### src/hdl/frt_pkg.sv
`default_nettype none

package frt_pkg;

  // Slot count is a power of two; the slot index is the low bits of the frame number.
  localparam int unsigned SLOT_W  = 2;
  localparam int unsigned SLOTS   = 1 << SLOT_W;

  localparam int unsigned FRAME_W = 31;
  localparam int unsigned OFF_W   = 23;
  localparam int unsigned LEN_W   = 11;
  localparam int unsigned CNT_W   = 15;
  localparam int unsigned AGE_W   = 2;

  localparam logic [31:0] FRAME_BYTES = 32'd8388608;
  localparam logic [31:0] MAX_PAYLOAD = 32'd1484;
  localparam logic [AGE_W-1:0] AGE_RESET = 2'd2;

  typedef enum logic [1:0] {
    DROP_NONE = 2'd0,
    DROP_OLD  = 2'd1,
    DROP_SIZE = 2'd2
  } drop_e;

  typedef enum logic [1:0] {
    CMPL_NONE  = 2'd0,
    CMPL_DONE  = 2'd1,
    CMPL_STALE = 2'd2
  } cmpl_e;

  // One slot entry as seen by the update logic.
  typedef struct packed {
    logic               busy;
    logic [FRAME_W-1:0] frame;
    logic [CNT_W-1:0]   missing;
  } slot_t;

  // Write-back request from the update stage.
  typedef struct packed {
    logic              en;
    logic [SLOT_W-1:0] addr;
    slot_t             data;
  } slot_wr_t;

endpackage

`default_nettype wire

### src/hdl/frt_slot_mem.sv
`default_nettype none

module frt_slot_mem (
  input  wire                       clk_i,
  input  wire                       rst_ni,
  input  wire                       rd_en_i,
  input  wire [frt_pkg::SLOT_W-1:0] rd_addr_i,
  input  frt_pkg::slot_wr_t         wr_i,
  output frt_pkg::slot_t            rd_data_o
);
  import frt_pkg::*;

  localparam int unsigned WORD_W = FRAME_W + CNT_W;

  logic [WORD_W-1:0] mem [SLOTS];
  logic [SLOTS-1:0]  busy_q;

  logic [WORD_W-1:0] rd_word_q;
  logic              rd_busy_q;
  logic              fwd_q;
  slot_t             fwd_data_q;

  // frame number and missing count live in the RAM
  always_ff @(posedge clk_i) begin
    if (wr_i.en) begin
      mem[wr_i.addr] <= {wr_i.data.frame, wr_i.data.missing};
    end
  end

  always_ff @(posedge clk_i) begin
    if (rd_en_i) begin
      rd_word_q  <= mem[rd_addr_i];
      fwd_data_q <= wr_i.data;
    end
  end

  // busy bits double as per-entry valid bits, cleared at reset
  always_ff @(posedge clk_i or negedge rst_ni) begin
    if (!rst_ni) begin
      busy_q    <= '0;
      rd_busy_q <= 1'b0;
      fwd_q     <= 1'b0;
    end else begin
      if (wr_i.en) begin
        busy_q[wr_i.addr] <= 1'b1;
      end
      if (rd_en_i) begin
        rd_busy_q <= busy_q[rd_addr_i];
        // write-back to the same entry in the read cycle: take the new word
        fwd_q     <= wr_i.en && (wr_i.addr == rd_addr_i);
      end
    end
  end

  always_comb begin
    if (fwd_q) begin
      rd_data_o = fwd_data_q;
    end else begin
      rd_data_o.busy    = rd_busy_q;
      rd_data_o.frame   = rd_word_q[WORD_W-1:CNT_W];
      rd_data_o.missing = rd_word_q[CNT_W-1:0];
    end
  end

endmodule

`default_nettype wire

### src/hdl/frame_fragment_reassembly_tracker.sv
`default_nettype none

// Fragment reassembly tracker. Pulse start_i with one fragment header. A result word
// drives the result ports for exactly one cycle, marked by done_o. The header is captured
// into the update stage registers at accept, and the result word registers load from
// that stage. busy_o stays low, so a header may be given in every cycle: one
// header per cycle, set by the single read-modify-write pass over the slot RAM (read at
// accept, update and write back in the next cycle, with a bypass when back-to-back
// headers hit the same slot). The receiver cannot stall the result stream, so results
// must be taken when done_o is high. Frames map to slot frame_number mod SLOTS. A
// fragment whose frame is age_limit or more behind the newest frame number is dropped
// as too old; one that runs past the frame buffer or is oversized is dropped for size.
// Dropped fragments change no state and report all-zero write and completion fields.
// Write cfg_wdata_i (age_limit, 0 treated as 1, reset 2) with cfg_we_i while idle.
module frame_fragment_reassembly_tracker (
  input  wire                          clk_i,
  input  wire                          rst_ni,
  input  wire                          start_i,
  output logic                         busy_o,
  input  wire [frt_pkg::FRAME_W-1:0]   frame_number_i,
  input  wire [frt_pkg::OFF_W-1:0]     byte_offset_i,
  input  wire [frt_pkg::LEN_W-1:0]     fragment_length_i,
  input  wire [frt_pkg::CNT_W-1:0]     fragment_count_i,
  input  wire                          cfg_we_i,
  input  wire [frt_pkg::AGE_W-1:0]     cfg_wdata_i,
  output logic                         done_o,
  output logic                         write_enable_o,
  output logic [1:0]                   write_slot_o,
  output logic [frt_pkg::OFF_W-1:0]    write_offset_o,
  output logic [frt_pkg::LEN_W-1:0]    write_length_o,
  output logic [1:0]                   drop_reason_o,
  output logic [1:0]                   completion_o,
  output logic [frt_pkg::FRAME_W-1:0]  done_frame_o
);
  import frt_pkg::*;

  // config and tracker state
  logic [AGE_W-1:0]   age_q;
  logic [FRAME_W-1:0] newest_q, newest_d;

  // update stage: header captured at accept, slot word arrives from RAM
  logic               s1_valid_q;
  logic [FRAME_W-1:0] s1_frame_q;
  logic [OFF_W-1:0]   s1_off_q;
  logic [LEN_W-1:0]   s1_len_q;
  logic [CNT_W-1:0]   s1_cnt_q;
  logic [SLOT_W-1:0]  s1_slot;

  slot_t    rd_slot;
  slot_wr_t wr;

  // result word registers
  logic               done_q;
  logic               wen_q;
  logic [1:0]         wslot_q;
  logic [OFF_W-1:0]   woff_q;
  logic [LEN_W-1:0]   wlen_q;
  drop_e              drop_q, drop_d;
  cmpl_e              cmpl_q, cmpl_d;
  logic [FRAME_W-1:0] dframe_q, dframe_d;

  logic               accept;
  logic [AGE_W-1:0]   lim;
  logic [31:0]        old_sum;
  logic               too_old;
  logic               too_big;
  logic               claim;
  logic [CNT_W-1:0]   miss0;
  logic [CNT_W-1:0]   miss1;

  assign busy_o  = 1'b0;
  assign accept  = start_i && !busy_o;
  assign s1_slot = s1_frame_q[SLOT_W-1:0];

  frt_slot_mem u_mem (
    .clk_i     (clk_i),
    .rst_ni    (rst_ni),
    .rd_en_i   (accept),
    .rd_addr_i (frame_number_i[SLOT_W-1:0]),
    .wr_i      (wr),
    .rd_data_o (rd_slot)
  );

  // --- update stage ---------------------------------------------------------
  always_comb begin
    lim     = (age_q == '0) ? AGE_W'(1) : age_q;
    old_sum = 32'(s1_frame_q) + 32'(lim);
    too_old = old_sum <= 32'(newest_q);
    too_big = ((32'(s1_off_q) + 32'(s1_len_q)) > FRAME_BYTES) ||
              (32'(s1_len_q) > MAX_PAYLOAD);

    // a new frame id (or a free slot) restarts the missing count
    claim = !rd_slot.busy || (rd_slot.frame != s1_frame_q);
    if (claim) begin
      miss0 = (s1_cnt_q == '0) ? CNT_W'(1) : s1_cnt_q;
    end else begin
      miss0 = rd_slot.missing;
    end
    miss1 = (miss0 != '0) ? (miss0 - CNT_W'(1)) : miss0;

    newest_d = newest_q;
    drop_d   = DROP_NONE;
    cmpl_d   = CMPL_NONE;
    dframe_d = '0;
    wr.en    = 1'b0;
    wr.addr  = s1_slot;
    wr.data.busy    = 1'b1;
    wr.data.frame   = s1_frame_q;
    wr.data.missing = miss1;

    priority if (!s1_valid_q) begin
      drop_d = DROP_NONE;
    end else if (too_old) begin
      drop_d = DROP_OLD;
    end else if (too_big) begin
      drop_d = DROP_SIZE;
    end else begin
      wr.en = 1'b1;
      if (s1_frame_q > newest_q) begin
        newest_d = s1_frame_q;
      end
      // count just hit zero: done, or stale when a newer frame was seen
      if (miss0 != '0 && miss1 == '0) begin
        cmpl_d   = (s1_frame_q >= newest_q) ? CMPL_DONE : CMPL_STALE;
        dframe_d = s1_frame_q;
      end
    end
  end

  // --- control registers ----------------------------------------------------
  always_ff @(posedge clk_i or negedge rst_ni) begin
    if (!rst_ni) begin
      age_q      <= AGE_RESET;
      newest_q   <= '0;
      s1_valid_q <= 1'b0;
      done_q     <= 1'b0;
    end else begin
      if (cfg_we_i) begin
        age_q <= cfg_wdata_i;
      end
      newest_q   <= newest_d;
      s1_valid_q <= accept;
      done_q     <= s1_valid_q;
    end
  end

  // --- payload registers ----------------------------------------------------
  always_ff @(posedge clk_i) begin
    if (accept) begin
      s1_frame_q <= frame_number_i;
      s1_off_q   <= byte_offset_i;
      s1_len_q   <= fragment_length_i;
      s1_cnt_q   <= fragment_count_i;
    end
    if (s1_valid_q) begin
      wen_q    <= wr.en;
      wslot_q  <= wr.en ? 2'(s1_slot) : 2'd0;
      woff_q   <= wr.en ? s1_off_q : '0;
      wlen_q   <= wr.en ? s1_len_q : '0;
      drop_q   <= drop_d;
      cmpl_q   <= cmpl_d;
      dframe_q <= dframe_d;
    end
  end

  assign done_o         = done_q;
  assign write_enable_o = wen_q;
  assign write_slot_o   = wslot_q;
  assign write_offset_o = woff_q;
  assign write_length_o = wlen_q;
  assign drop_reason_o  = drop_q;
  assign completion_o   = cmpl_q;
  assign done_frame_o   = dframe_q;

`ifndef SYNTHESIS
  a_accept_to_stage : assert property (@(posedge clk_i) disable iff (!rst_ni)
    accept |=> s1_valid_q)
    else $error("accepted header did not enter update stage");

  a_stage_to_result : assert property (@(posedge clk_i) disable iff (!rst_ni)
    s1_valid_q |=> done_o)
    else $error("update stage produced no result word");

  a_drop_no_write : assert property (@(posedge clk_i) disable iff (!rst_ni)
    (done_o && drop_reason_o != DROP_NONE) |-> (!write_enable_o && completion_o == CMPL_NONE))
    else $error("dropped fragment issued a write or completion");

  a_no_cmpl_zero : assert property (@(posedge clk_i) disable iff (!rst_ni)
    (done_o && completion_o == CMPL_NONE) |-> (done_frame_o == '0))
    else $error("done_frame nonzero without completion");

  a_newest_monotonic : assert property (@(posedge clk_i) disable iff (!rst_ni)
    s1_valid_q |=> (newest_q >= $past(newest_q)))
    else $error("newest frame number went backward");
`endif

endmodule

`default_nettype wire
### config.mk
export PLATFORM = sky130hd
export DESIGN_NAME = frame_fragment_reassembly_tracker
export DESIGN_NICKNAME = d
export VERILOG_FILES = /design/src/hdl/frt_pkg.sv /design/src/hdl/frt_slot_mem.sv /design/src/hdl/frame_fragment_reassembly_tracker.sv
export SDC_FILE = /design/constraint.sdc
export NUM_CORES = 1
export LEC_CHECK = 0
export BUFFER_PORTS_ARGS = -buffer_cell sky130_fd_sc_hd__buf_4
export CAP_MARGIN = 5
export CORE_ASPECT_RATIO = 0.7
export CORE_UTILIZATION = 40
export CTS_BUF_LIST = sky130_fd_sc_hd__clkbuf_2 sky130_fd_sc_hd__clkbuf_4 sky130_fd_sc_hd__clkbuf_8
export CTS_CLUSTER_DIAMETER = 50
export DETAILED_ROUTE_END_ITERATION = 10
export PLACE_DENSITY = 0.59
export SETUP_SLACK_MARGIN = 0.1
export SYNTH_ARGS = -nofsm -noshare
export SYNTH_HDL_FRONTEND = slang
export SYNTH_SLANG_ARGS = --single-unit
### constraint.sdc
create_clock -name clk_i -period 9.8 [get_ports clk_i]
set_clock_uncertainty 0.15 [all_clocks]
set_input_delay 1.96 -clock clk_i [delete_from_list [all_inputs] [get_ports clk_i]]
set_output_delay 1.96 -clock clk_i [all_outputs]
set_load 0.02 [all_outputs]
=== Yosys cells after proc, flatten, opt, wreduce, memory -nomap -nowiden ===
Memory sizes are Yosys's and may differ from the RTL's. A register that Yosys moved wholly into a read port is not among the register bits.
Index checks and enable logic that the tools add are counted.

* Flip-flop bits (word level): 239
* Memory bits (writable): 184
* Input port bits: 86
* Output and inout bits: 74
* Word-level logic and storage cells: 66
* Memories kept: 1

{| class="wikitable"
|+ Memories
! name !! words !! width !! read ports !! clocked after Yosys merged registers in !! write ports !! RTL line !! source
|-
| u_mem.mem || 4 || 46 || 1 || 1 || 1 || frt_slot_mem.sv:15 || <nowiki>logic [WORD_W-1:0] mem [SLOTS];</nowiki>
|}

* Add/sub/neg operators: 3
* Order comparisons: 8
* Equality and inequality tests: 2
* Muxes and demuxes: 16
* Bitwise gates (word level): 4
* Reduce and logical (&&, ||, !) cells: 12

{| class="wikitable"
|+ Operator list
! operator !! count
|-
| $mux W47 || 1
|-
| $mux W15 || 3
|-
| $add A31 B2 Y32 || 1
|-
| $le A32 B31 Y1 || 1
|-
| $ge A31 B31 Y1 || 1
|-
| $gt A31 B31 Y1 || 1
|-
| $ne A31 B31 Y1 || 1
|-
| $logic_not A15 Y1 || 2
|-
| $add A23 B11 Y24 || 1
|-
| $gt A24 B24 Y1 const B || 1
|-
| $reduce_bool A15 Y1 || 1
|-
| $sub A15 B1 Y15 const B || 1
|-
| $gt A11 B11 Y1 const B || 1
|-
| $mux W1 || 7
|-
| $lt A2 B3 Y1 const B || 2
|-
| $mux W2 || 3
|-
| $or A4 B4 Y4 || 1
|-
| $reduce_and A4 Y1 || 1
|-
| $logic_and A1 B1 Y1 || 3
|-
| $not A1 Y1 || 3
|-
| $reduce_or A3 Y1 || 1
|-
| $bmux W1 S2 || 1
|-
| $demux W1 S2 || 1
|-
| $eq A2 B2 Y1 || 1
|-
| 4 further kinds || 5
|}

=== Depth between registers and ports, before layout ===
Gate-level depths: netlist (run 1).

* Depth after elaboration: 10
* Mapped depth: 22
* Mapped depth without buffers: 18

=== By module ===
From an unflattened synthesis (run 1), not the netlist that was laid out.

* Cells, all modules: 1,291
* Area total of the unflattened synthesis: 20,953.8 um^2

{| class="wikitable"
|+ By module, submodules not included
! module !! instances !! cells each !! area each (um^2) !! sequential area each (um^2)
|-
| frame_fragment_reassembly_tracker || 1 || 879 || 10,666.5 || 5,441.5
|-
| frt_slot_mem || 1 || 412 || 10,287.4 || 8,468.1
|}

=== Worst setup path before layout (run 1) ===
OpenSTA, ideal clock, no wires.

* Path type: register to register
* From: register age_q[1]
* To: memory u_mem.mem[1][0] (netlist bit) (enable)
* Library setup time: 408 ps
* Arrival: 4,924 ps
* Data required time: 9,242 ps
* Setup slack: 4,317 ps
* Cell stages (with the launch flop): 20
* Path buffers: 3
* Period minus slack after synthesis: 5,483 ps
* Path through: dfstp_2 -> clkbuf_1 -> fa_1 -> and3_1 -> nand4_1 -> nor3_1 -> nand3_1 -> nor2_1 -> xor2_1 -> ha_1 -> and3_1 -> a211oi_1 -> a21oi_1 -> nor2b_1 -> o21ai_0 -> a21boi_0 -> o21a_1 -> clkbuf_1 -> clkbuf_1 -> and3_1

* Longest elaborated chain between the ends: 8

{| class="wikitable"
|+ RTL lines
! element !! RTL line !! source
|-
| start, declared || frame_fragment_reassembly_tracker.sv:38 || <nowiki>logic [AGE_W-1:0] age_q;</nowiki>
|-
| start signal, assigned || frame_fragment_reassembly_tracker.sv:139 || <nowiki>age_q <= cfg_wdata_i;</nowiki>
|-
| $logic_not A2 Y1 || frame_fragment_reassembly_tracker.sv:86 || <nowiki>lim = (age_q == '0) ? AGE_W'(1) : age_q;</nowiki>
|-
| $mux W2 * || frame_fragment_reassembly_tracker.sv:86 ||
|-
| $add A31 B2 Y32 * || frame_fragment_reassembly_tracker.sv:87 || <nowiki>old_sum = 32'(s1_frame_q) + 32'(lim);</nowiki>
|-
| $le A32 B31 Y1 * || frame_fragment_reassembly_tracker.sv:88 || <nowiki>too_old = old_sum <= 32'(newest_q);</nowiki>
|-
| $mux W1 * || frame_fragment_reassembly_tracker.sv:113 || <nowiki>end else if (too_old) begin</nowiki>
|-
| $mux W1 * || frame_fragment_reassembly_tracker.sv:111 || <nowiki>priority if (!s1_valid_q) begin</nowiki>
|-
| $mux W1 * || frt_slot_mem.sv:25 || <nowiki>if (wr_i.en) begin</nowiki>
|-
| $mux W1 (implied by the code) * || frt_slot_mem.sv:26 || <nowiki>mem[wr_i.addr] <= {wr_i.data.frame, wr_i.data.missing};</nowiki>
|-
| end, declared || frt_slot_mem.sv:15 ||
|}

Every way passes the cells marked *; elsewhere a longest branch is shown, timed or not.

=== Worst setup path in the final report (run 1) ===
* From: register u_mem.fwd_q
* To: register dframe_q[27] (netlist: done_frame_o[27]), data pin

* Longest elaborated chain between the ends: 10
* Elaborated cells on any way between the ends: 12
* Those cells by class: add/sub (1); eq/ne (1); mux (3); bitwise (1); reduce/logical (6)

{| class="wikitable"
|+ RTL lines
! element !! RTL line !! source
|-
| start, declared || frt_slot_mem.sv:20 || <nowiki>logic fwd_q;</nowiki>
|-
| start signal, assigned || frt_slot_mem.sv:50 || <nowiki>fwd_q <= wr_i.en && (wr_i.addr == rd_addr_i);</nowiki>
|-
| $mux W47 * || frt_slot_mem.sv:56 || <nowiki>if (fwd_q) begin</nowiki>
|-
| $ne A31 B31 Y1 / $logic_not A1 Y1 (equally long branches) || frame_fragment_reassembly_tracker.sv:93 || <nowiki>claim = !rd_slot.busy || (rd_slot.frame != s1_frame_q);</nowiki>
|-
| $logic_or A1 B1 Y1 || frame_fragment_reassembly_tracker.sv:93 ||
|-
| $mux W15 * || frame_fragment_reassembly_tracker.sv:94 || <nowiki>if (claim) begin</nowiki>
|-
| $sub A15 B1 Y15 / $reduce_bool A15 Y1 (equally long branches) || frame_fragment_reassembly_tracker.sv:99, frame_fragment_reassembly_tracker.sv:123 ||
|-
| $mux W15 || frame_fragment_reassembly_tracker.sv:99 || <nowiki>miss1 = (miss0 != '0) ? (miss0 - CNT_W'(1)) : miss0;</nowiki>
|-
| $logic_not A15 Y1 || frame_fragment_reassembly_tracker.sv:123 || <nowiki>if (miss0 != '0 && miss1 == '0) begin</nowiki>
|-
| $logic_and A1 B1 Y1 * || frame_fragment_reassembly_tracker.sv:123 ||
|-
| $not A1 Y1 (no source line) * || -- ||
|-
| $reduce_or A3 Y1 (no source line) * || -- ||
|-
| end signal, assigned || frame_fragment_reassembly_tracker.sv:162 || <nowiki>dframe_q <= dframe_d;</nowiki>
|-
| end, declared || frame_fragment_reassembly_tracker.sv:60 || <nowiki>logic [FRAME_W-1:0] dframe_q, dframe_d;</nowiki>
|}

Marked as above.
A chain may end at the register's enable or synchronous reset.

==> results.json, run 1 <==
{
  "status": "complete, no violations",
  "dr.first_iter.drc_count": 1235,
  "drc": 0,
  "clkTransAtPathRegs_ns": 0.06,
  "required_ns": 10.11,
  "postCtsHoldBufs": 0,
  "dpl.cell_count": 2221,
  "first_pass_iters": 6,
  "gp_congestion": 0.899,
  "ioPinCount": 160,
  "tightest_slew_ns": 1.15,
  "synthesis.area_sq_mm": 0.0215,
  "setup_tns_ns": 0,
  "endpoint_kind": "flip-flop",
  "fin_nets": 1744,
  "grt_pass1_wl_microns": 81900,
  "cts_root_buf": "clkbuf_8",
  "p_leak_nw": 8.86,
  "place_area_sq_mm": 0.0234,
  "start_util_pct": 40.8,
  "avgSynthCellArea_sq_um": 15.5,
  "synth_edf_count": 428,
  "cpMostUsedCell": "buf_4",
  "hold_viol": 0,
  "clock_sinks": 469,
  "timing.hold.ws_ns": 0.320,
  "fin_crit_ns": 7.22,
  "critPathKind": "reg2reg",
  "ys_ff_latch": 469,
  "final.setup.worst_slack_ns": 2.58,
  "cpMaxStageDelayCell": "dfrtp_2",
  "crit_chain": "buf_4 -> nand2_1 -> a2111oi_0 -> o21ai_0 -> nor4_4 -> buf_4 -> nand2_1 -> o21ai_0 -> ha_1 -> or4b_2 -> nor4_4 -> nor3_1 -> a21oi_1 -> or4bb_1 -> nor3_1 -> o22ai_4 -> buf_4 -> nor4b_2",
  "track_usage_pct": 20.4,
  "fin_cells": 2355,
  "yosysUniqueCellTypes": 78,
  "vias_per_cell": 5.43,
  "antenna_found_initial": 0,
  "clock.fmax_mhz": 138,
  "drive_gt1_share_pct": 27.5,
  "rsz0062_at_grt": "no",
  "synth_commonest_cells": "428 x edfxtp_1, 77 x ha_1, 57 x mux2i_1, 54 x xnor2_1, 53 x inv_1",
  "critical_path.max_stage_delay_ns": 0.72,
  "hpwl_microns": 36600,
  "postSynth.asyncResetShare_pct": 8.74,
  "diodes": 0,
  "slew_headroom_pct": 23.6,
  "die_w_microns": 279,
  "clk_latency_ns": 0.67,
  "synth_area_leaders": "edfxtp_1 60%, mux4_2 4.9%, dfrtp_1 4.7%",
  "slew_violations": 0,
  "num_rows": 70,
  "postCtsSetupBuffers": 0,
  "synth_top_area_cell": "edfxtp_1",
  "wl_microns": 55200,
  "dp_slack_ns": 2.66,
  "yosysWarnings": 0,
  "hold_class": "reg2reg",
  "fin_crit_sh_pct": 73.7,
  "syn2layout_area_growth_pct": 16.7,
  "yosysTopAreaCellShare_pct": 59.9,
  "grt_max_degree": 118,
  "cts_buffers": 76,
  "yosys_most_used_dff": "edfxtp_1",
  "io_buffers": 158,
  "setup_violations": 0,
  "grt_overflow": 0,
  "grt_pass1_vias": 12753,
  "finish.instance_area_sq_mm": 0.0250,
  "syn_inst": 1381,
  "worstPathMaxFanout": 44,
  "yosysMostFrequentCell": "edfxtp_1",
  "p_per_area_mw_per_mm2": 217,
  "drv_cap": 0,
  "die_h_microns": 196,
  "clock_path_buffers": 3,
  "peakVddDrop_mv": 0.110,
  "ant_nets": 0,
  "worst_ep_arrival_time_ns": 7.53,
  "coreArea_sq_mm": 0.0526,
  "avgRoutedWirePerCell_microns": 23.5,
  "htree_levels": 3,
  "post_cts_resize_count": 0,
  "vias": 12777,
  "ys_seq_area_share_pct": 64.7,
  "die_area_sq_mm": 0.0546,
  "syn_nets": 1546,
  "worstSetupStartpointType": "flip-flop",
  "cts_tree": "done"
}
## layout by cell type (no fill, tap or decap), types with 22 or more instances in the layout
master,count
nand3_1,27
mux4_2,47
inv_1,53
nor4b_2,28
clkbuf_4,23
clkbuf_8,82
a21oi_1,42
nand4_1,27
buf_4,178
nor2_1,43
mux2_2,39
dfrtp_1,38
xnor2_1,54
o21ai_0,36
xor2_1,22
ha_1,77
mux2i_1,57
edfxtp_1,428
nand2_1,41
and2_1,43
## metrics by stage
stage / power, mW / utilization, %
4_1_cts: 5.48 / 47.6
2_1_floorplan: 3.26 / -
6_report: 5.44 / 47.6
5_1_grt: 5.70 / 47.6
3_5_place_dp: 3.65 / 44.5
3_3_place_gp: 3.62 / 44.5
## path summary, 6_finish.rpt
kind	startpoint	endpoint	slack, ns	depth (start not counted)
min in group asynchronous	rst_ni	newest_q[3]	1.17	1
max reg2reg	u_mem.fwd_q	done_frame_o[27]	2.58	18
max in group asynchronous	rst_ni	s1_valid_q	7.85	1
min reg2reg	u_mem.busy_q[1]	u_mem.busy_q[1]	0.32	1
min	u_mem.busy_q[1]	u_mem.busy_q[1]	0.32	1
max	u_mem.fwd_q	done_frame_o[27]	2.58	18
## sequential cells by signal, summed over array words and instances, names as in the netlist, 2 cells and up
signal / flops
age_q: 2
completion_o: 2
done_frame_o: 31
drop_reason_o: 2
newest_q: 31
s1_cnt_q: 15
s1_frame_q: 31
s1_len_q: 11
s1_off_q: 23
u_mem.busy_q: 4
u_mem.fwd_data_q: 46
u_mem.mem: 184
u_mem.rd_word_q: 46
write_length_o: 11
write_offset_o: 23
write_slot_o: 2
## layer usage
layer	vias up	wire length [microns]	GRT usage, %
met1	6485	28500	32.5
met2	389	22400	27.2
li1	5821	-	-
met4	0	1010	5.80
met5	-	0	0
met3	82	3320	4.67
## power by group
part           total [mW]  switching (mW)  internal (mW)
logic                1.05           0.610          0.436
registers            2.58           0.139           2.44
clock network        1.82           0.801           1.01
total                5.44            1.55           3.89
## cell type report
| type | instances | area [sq um] |
|---|---|---|
| tap | 720 | 901 |
| timing repair buffer | 179 | 1350 |
| clock buffer | 104 | 1290 |
| inverter | 53 | 199 |
| sequential | 469 | 13900 |
| multi-input combinational | 800 | 7110 |
| clock inverter | 30 | 312 |
| fill | 4532 | 27600 |
## logic make-up (layout without fill, tap and decap cells)
group	after synthesis	in the layout	synth area share (%)
and+or+nand+nor	337	337	10.4
DFF	469	469	64.7
adders and majority gates	79	79	4.68
xor gates and xnor gates	76	76	3.10
AOI/OAI and AO/OA	163	163	5.04
buffers and inverters	112	366	2.31
muxes	144	144	9.76
other	1	1	0.0175
## critical path: cells and delay by family, from the launching register on
family / cells / cell delay, ns
AO/OA/AOI/OAI: 5 / 1.68
adder cells (fa/ha/maj): 1 / 0.38
AND/OR/NAND/NOR: 9 / 2.72
flip-flops: 1 / 0.72
buffers and inverters: 3 / 1.33
Note: power is estimated with default switching activity, not from simulation.
==> run 2: changes to the inputs <==
- clock period: 9.8 -> 7.1 ns (I/O delays scaled with it)
==> results.json, run 2 (synthesized netlist as in run 1, its figures left out) <==
{
  "status": "complete, no violations",
  "num_rows": 70,
  "hold_class": "reg2reg",
  "p_per_area_mw_per_mm2": 296,
  "dr.first_iter.drc_count": 1261,
  "fin_cells": 2394,
  "setup_tns_ns": 0,
  "top_register": "u_mem.mem",
  "ioPinCount": 160,
  "slew_violations": 0,
  "clock_sinks": 469,
  "track_usage_pct": 20.7,
  "fin_crit_ns": 6.54,
  "crit_chain": "mux2i_1 -> xnor2_1 -> nor4_2 -> nand4_1 -> nor4_4 -> buf_4 -> nand2_1 -> o21ai_0 -> ha_1 -> or4b_2 -> nor4_4 -> nor3_1 -> a21oi_1 -> or4bb_1 -> nor3_1 -> o22ai_4 -> buf_4 -> nor4b_1",
  "largest_register_ffs": 184,
  "slew_headroom_pct": 15.2,
  "rr_endpoint": "done_frame_o[3]",
  "fin_crit_sh_pct": 92.1,
  "grt_pass1_vias": 12736,
  "reg2reg_slack_ns": 0.56,
  "post_cts_resize_count": 0,
  "fillers": 4549,
  "r2r_cells": 18,
  "path_buf_inv": 2,
  "cts_root_buf": "clkbuf_8",
  "grt_util_met3_pct": 6.74,
  "setup_violations": 0,
  "top_regs": "u_mem.mem x184, u_mem.fwd_data_q x46, u_mem.rd_word_q x46",
  "ff_latch_area_sq_mm": 0.0139,
  "worstSetupStartpointType": "flip-flop",
  "clock.fmax_mhz": 153,
  "required_ns": 7.41,
  "endpoint_kind": "flip-flop",
  "critical_path.max_stage_delay_ns": 0.96,
  "busiest_layer": "met1",
  "clkTransAtPathRegs_ns": 0.06,
  "die_w_microns": 279,
  "final_cell_mix": "428 x edfxtp_1, 200 x buf_4, 85 x clkbuf_8, 77 x ha_1, 57 x mux2i_1",
  "reg2reg_from": "u_mem.fwd_q",
  "cts_tree": "done",
  "grt_util_met2_pct": 27.2,
  "peakVddDrop_mv": 0.138,
  "grt_overflow": 0,
  "cp_top_family": "simple AND/OR/NAND/NOR gates",
  "coreArea_sq_mm": 0.0526,
  "ant_nets": 0,
  "antenna_found_initial": 1,
  "gp_congestion": 0.923,
  "drive_gt1_share_pct": 28.7,
  "tightest_slew_ns": 1.27,
  "cts_buffers": 77,
  "clock_path_buffers": 3,
  "grt_max_degree": 96,
  "mostFrequentLayoutCell": "edfxtp_1",
  "clk_latency_ns": 0.67,
  "worst_ep_arrival_time_ns": 6.85,
  "first_pass_iters": 5,
  "avgRoutedWirePerCell_microns": 23.5,
  "rsz0062_at_grt": "no",
  "min_from": "u_mem.busy_q[2]",
  "cp-startpoint": "u_mem.fwd_q",
  "hold_viol": 0,
  "die_h_microns": 196,
  "vias_per_cell": 5.50,
  "p_leak_nw": 9.00,
  "hpwl_microns": 38200,
  "syn2layout_area_growth_pct": 18.0,
  "wl_microns": 56200,
  "cpMaxStageDelayCell": "dfrtp_2",
  "postCtsHoldBufs": 0,
  "htree_levels": 3,
  "vias": 13173,
  "fin_nets": 1772,
  "die_area_sq_mm": 0.0546,
  "worstPathMaxFanout": 35,
  "drc": 0,
  "multi_input_area_sq_mm": 0.00711,
  "gr-usage-met1_pct": 32.1,
  "drv_cap": 0,
  "grt_pass1_wl_microns": 83000,
  "dpl.cell_count": 2248,
  "critPathKind": "reg2reg",
  "path_depth": 18,
  "endpoint": "done_frame_o[3]",
  "start_util_pct": 40.8,
  "postCtsSetupBuffers": 0,
  "utilization_pct": 48.1,
  "io_buffers": 158
}
==> run 2: changes by cell type in the layout (fill, tap and decap cells not counted), sizes merged, moves of 3 or more <==
cell / before / now
clkinvlp: 3 / 7
clkinv: 18 / 21
buf: 178 / 205
clkbuf: 105 / 111
diode: 0 / 3
==> run 2: layout make-up <==
class / instances / area share, %
Antenna cell: 3 / 0.0296
Inverter: 53 / 0.785
Clock inverter: 33 / 1.06
Tap cell: 720 / 3.56
Multi-Input combinational cell: 800 / 28.1
Clock buffer: 110 / 5.33
Sequential cell: 469 / 54.8
Timing Repair Buffer: 206 / 6.38
==> run 2: layer usage <==
| layer | up-vias | share of wire (%) |
|---|---|---|
| met4 | 0 | 2.2 |
| met1 | 6724 | 48 |
| met5 | - | 0 |
| met2 | 474 | 40 |
| met3 | 88 | 9.3 |
| li1 | 5887 | - |
==> run 2: power by group <==
group          total [mW]  internal (mW)  switching, mW
logic                1.48          0.625          0.855
registers            3.54           3.37          0.177
clock network        2.48           1.38           1.10
total                7.50           5.37           2.13
==> run 2: worst min path at each step <==
stage	endpoint	slack (ns)	depth (start not counted)
floorplan	u_mem.busy_q[2]	0.29	1
global placement	u_mem.busy_q[2]	0.30	1
detailed placement	u_mem.busy_q[3]	0.30	1
CTS	u_mem.busy_q[3]	0.32	1
global route	u_mem.busy_q[0]	0.34	1
finish	u_mem.busy_q[2]	0.32	1
==> run 2: stage by stage <==
| stage | setup WS, ns | hold WS [ns] | instance area (sq um) | total power, mW |
|---|---|---|---|---|
| after floorplan | 1.62 | 0.286 | 21500 | 4.51 |
| after global placement | 0.780 | 0.299 | 23700 | 5.02 |
| after detailed placement | 0.533 | 0.302 | 23700 | 5.06 |
| after CTS | 0.534 | 0.317 | 25300 | 7.56 |
| after global routing | 0.130 | 0.340 | 25300 | 7.86 |
| final | 0.561 | 0.324 | 25300 | 7.50 |
==> run 3: changes to the inputs <==
- CELL_PAD_IN_SITES_DETAIL_PLACEMENT: unset -> 0
- CELL_PAD_IN_SITES_GLOBAL_PLACEMENT: unset -> 1
- PLACE_DENSITY: 0.59 -> 0.67
- clock period: 7.1 -> 6.6 ns (I/O delays scaled with it)
==> results.json, run 3 (synthesized netlist as in run 1, its figures left out) <==
{
  "mostFrequentLayoutCell": "edfxtp_1",
  "vias_per_cell": 5.39,
  "ioPinCount": 160,
  "clock.fmax_mhz": 165,
  "grt_overflow": 0,
  "track_usage_pct": 20.7,
  "cts_buffers": 74,
  "first_pass_iters": 6,
  "syn2layout_area_growth_pct": 18.0,
  "worstSetupStartpointType": "flip-flop",
  "fin_crit_ns": 6.04,
  "endpoint_kind": "flip-flop",
  "largest_register_ffs": 184,
  "postCtsHoldBufs": 0,
  "tightest_slew_ns": 1.12,
  "ant_nets": 0,
  "dp_slack_ns": 0.328,
  "peakVddDrop_mv": 0.164,
  "dr.first_iter.drc_count": 1157,
  "vias": 12882,
  "die_h_microns": 196,
  "hold_class": "reg2reg",
  "wl_microns": 55700,
  "final_cell_mix": "428 x edfxtp_1, 201 x buf_4, 78 x clkbuf_8, 77 x ha_1, 57 x mux2i_1",
  "required_ns": 6.91,
  "final.setup.worst_slack_ns": 0.557,
  "die_area_sq_mm": 0.0546,
  "top_register": "u_mem.mem",
  "start_util_pct": 40.8,
  "grt_pass1_vias": 12984,
  "critPathKind": "reg2reg",
  "avgRoutedWirePerCell_microns": 23.3,
  "io_buffers": 158,
  "num_rows": 70,
  "place_area_sq_mm": 0.0238,
  "top_regs": "u_mem.mem x184, u_mem.fwd_data_q x46, u_mem.rd_word_q x46",
  "status": "complete, no violations",
  "grt_max_degree": 117,
  "fin_nets": 1775,
  "clock_sinks": 469,
  "fillers": 4545,
  "drive_gt1_share_pct": 29.2,
  "hold_viol": 0,
  "p_per_area_mw_per_mm2": 314,
  "diodes": 0,
  "clkTransAtPathRegs_ns": 0.07,
  "p_leak_nw": 9.00,
  "min_from": "u_mem.busy_q[0]",
  "cp-startpoint": "u_mem.fwd_q",
  "fin_crit_sh_pct": 91.6,
  "clk_latency_ns": 0.66,
  "reg2reg_from": "u_mem.fwd_q",
  "setup_violations": 0,
  "htree_levels": 3,
  "gp_congestion": 0.868,
  "drc": 0,
  "coreArea_sq_mm": 0.0526,
  "slew_violations": 0,
  "drv_cap": 0,
  "cts_tree": "done",
  "reg2reg_slack_ns": 0.56,
  "cts_root_buf": "clkbuf_8",
  "clock_path_buffers": 3,
  "die_w_microns": 279,
  "worst_ep_arrival_time_ns": 6.35,
  "finish.instance_area_sq_mm": 0.0253,
  "grt_pass1_wl_microns": 83500,
  "worstPathMaxFanout": 24,
  "setup_tns_ns": 0,
  "slew_headroom_pct": 24.5,
  "hpwl_microns": 38800,
  "antenna_found_initial": 1,
  "rsz0062_at_grt": "no"
}
==> run 3: worst max-delay path, stage by stage (launching register included) <==
cell     delay [ns]
dfrtp_4        0.65
buf_12         0.23
mux2i_1        0.12
a22o_1         0.26
or4_1          0.49
nor4_4         0.28
buf_4          0.20
nand2_1        0.07
o21ai_0        0.17
ha_1           0.32
or4b_2         0.68
nor4_4         0.29
nor3_1         0.08
a21oi_1        0.16
or4bb_1        0.52
nor3_1         0.29
o22ai_4        0.24
buf_4          0.32
nor4b_2        0.28
==> run 3: timing repair <==
action                                  4_1_cts  5_1_grt
buffers inserted                              0        2
endpoints found under the setup margin        0       29
gates resized for setup                       0        1
==> run 3: area by class of cell <==
| type | count | area, sq um | area share, % |
|---|---|---|---|
| clock inverter | 21 | 174 | 0.687 |
| tap | 720 | 901 | 3.56 |
| multi-input combinational | 800 | 7110 | 28.1 |
| clock buffer | 113 | 1330 | 5.25 |
| sequential | 469 | 13900 | 54.8 |
| timing repair buffer | 212 | 1720 | 6.80 |
| inverter | 53 | 199 | 0.786 |
==> run 3: per-stage QoR <==
step,power [mW],hold WS [ns],util [%],std cells
3_5_place_dp,5.46,0.309,45.2,2252
3_3_place_gp,5.43,0.301,45.2,2252
4_1_cts,8.02,0.332,48.1,2386
6_report,7.95,0.334,48.1,2388
2_1_floorplan,4.85,0.286,-,1381
5_1_grt,8.34,0.335,48.1,2388
==> run 3: path summary, 6_finish.rpt <==
check | endpoint | cells past startpoint
max in group asynchronous | u_mem.fwd_q | 1
worst min register to register | u_mem.busy_q[0] | 1
worst min-delay path | u_mem.busy_q[0] | 1
min in group asynchronous | age_q[0] | 1
worst max register to register | done_frame_o[12] | 18
worst max-delay path | done_frame_o[12] | 18
==> run 3: routing by layer <==
| metal | wire length [microns] | global-route usage [%] |
|---|---|---|
| met3 | 4260 | 5.25 |
| met5 | 0 | 0 |
| met1 | 27400 | 32.1 |
| met2 | 23000 | 28.2 |
| met4 | 979 | 5.72 |
==> run 3: power breakdown <==
part	switching [mW]	internal, mW	leakage [nW]
sequential	0.177	3.62	4.57
combinational	0.943	0.681	3.64
clock	1.16	1.37	0.795
total	2.28	5.67	9.00
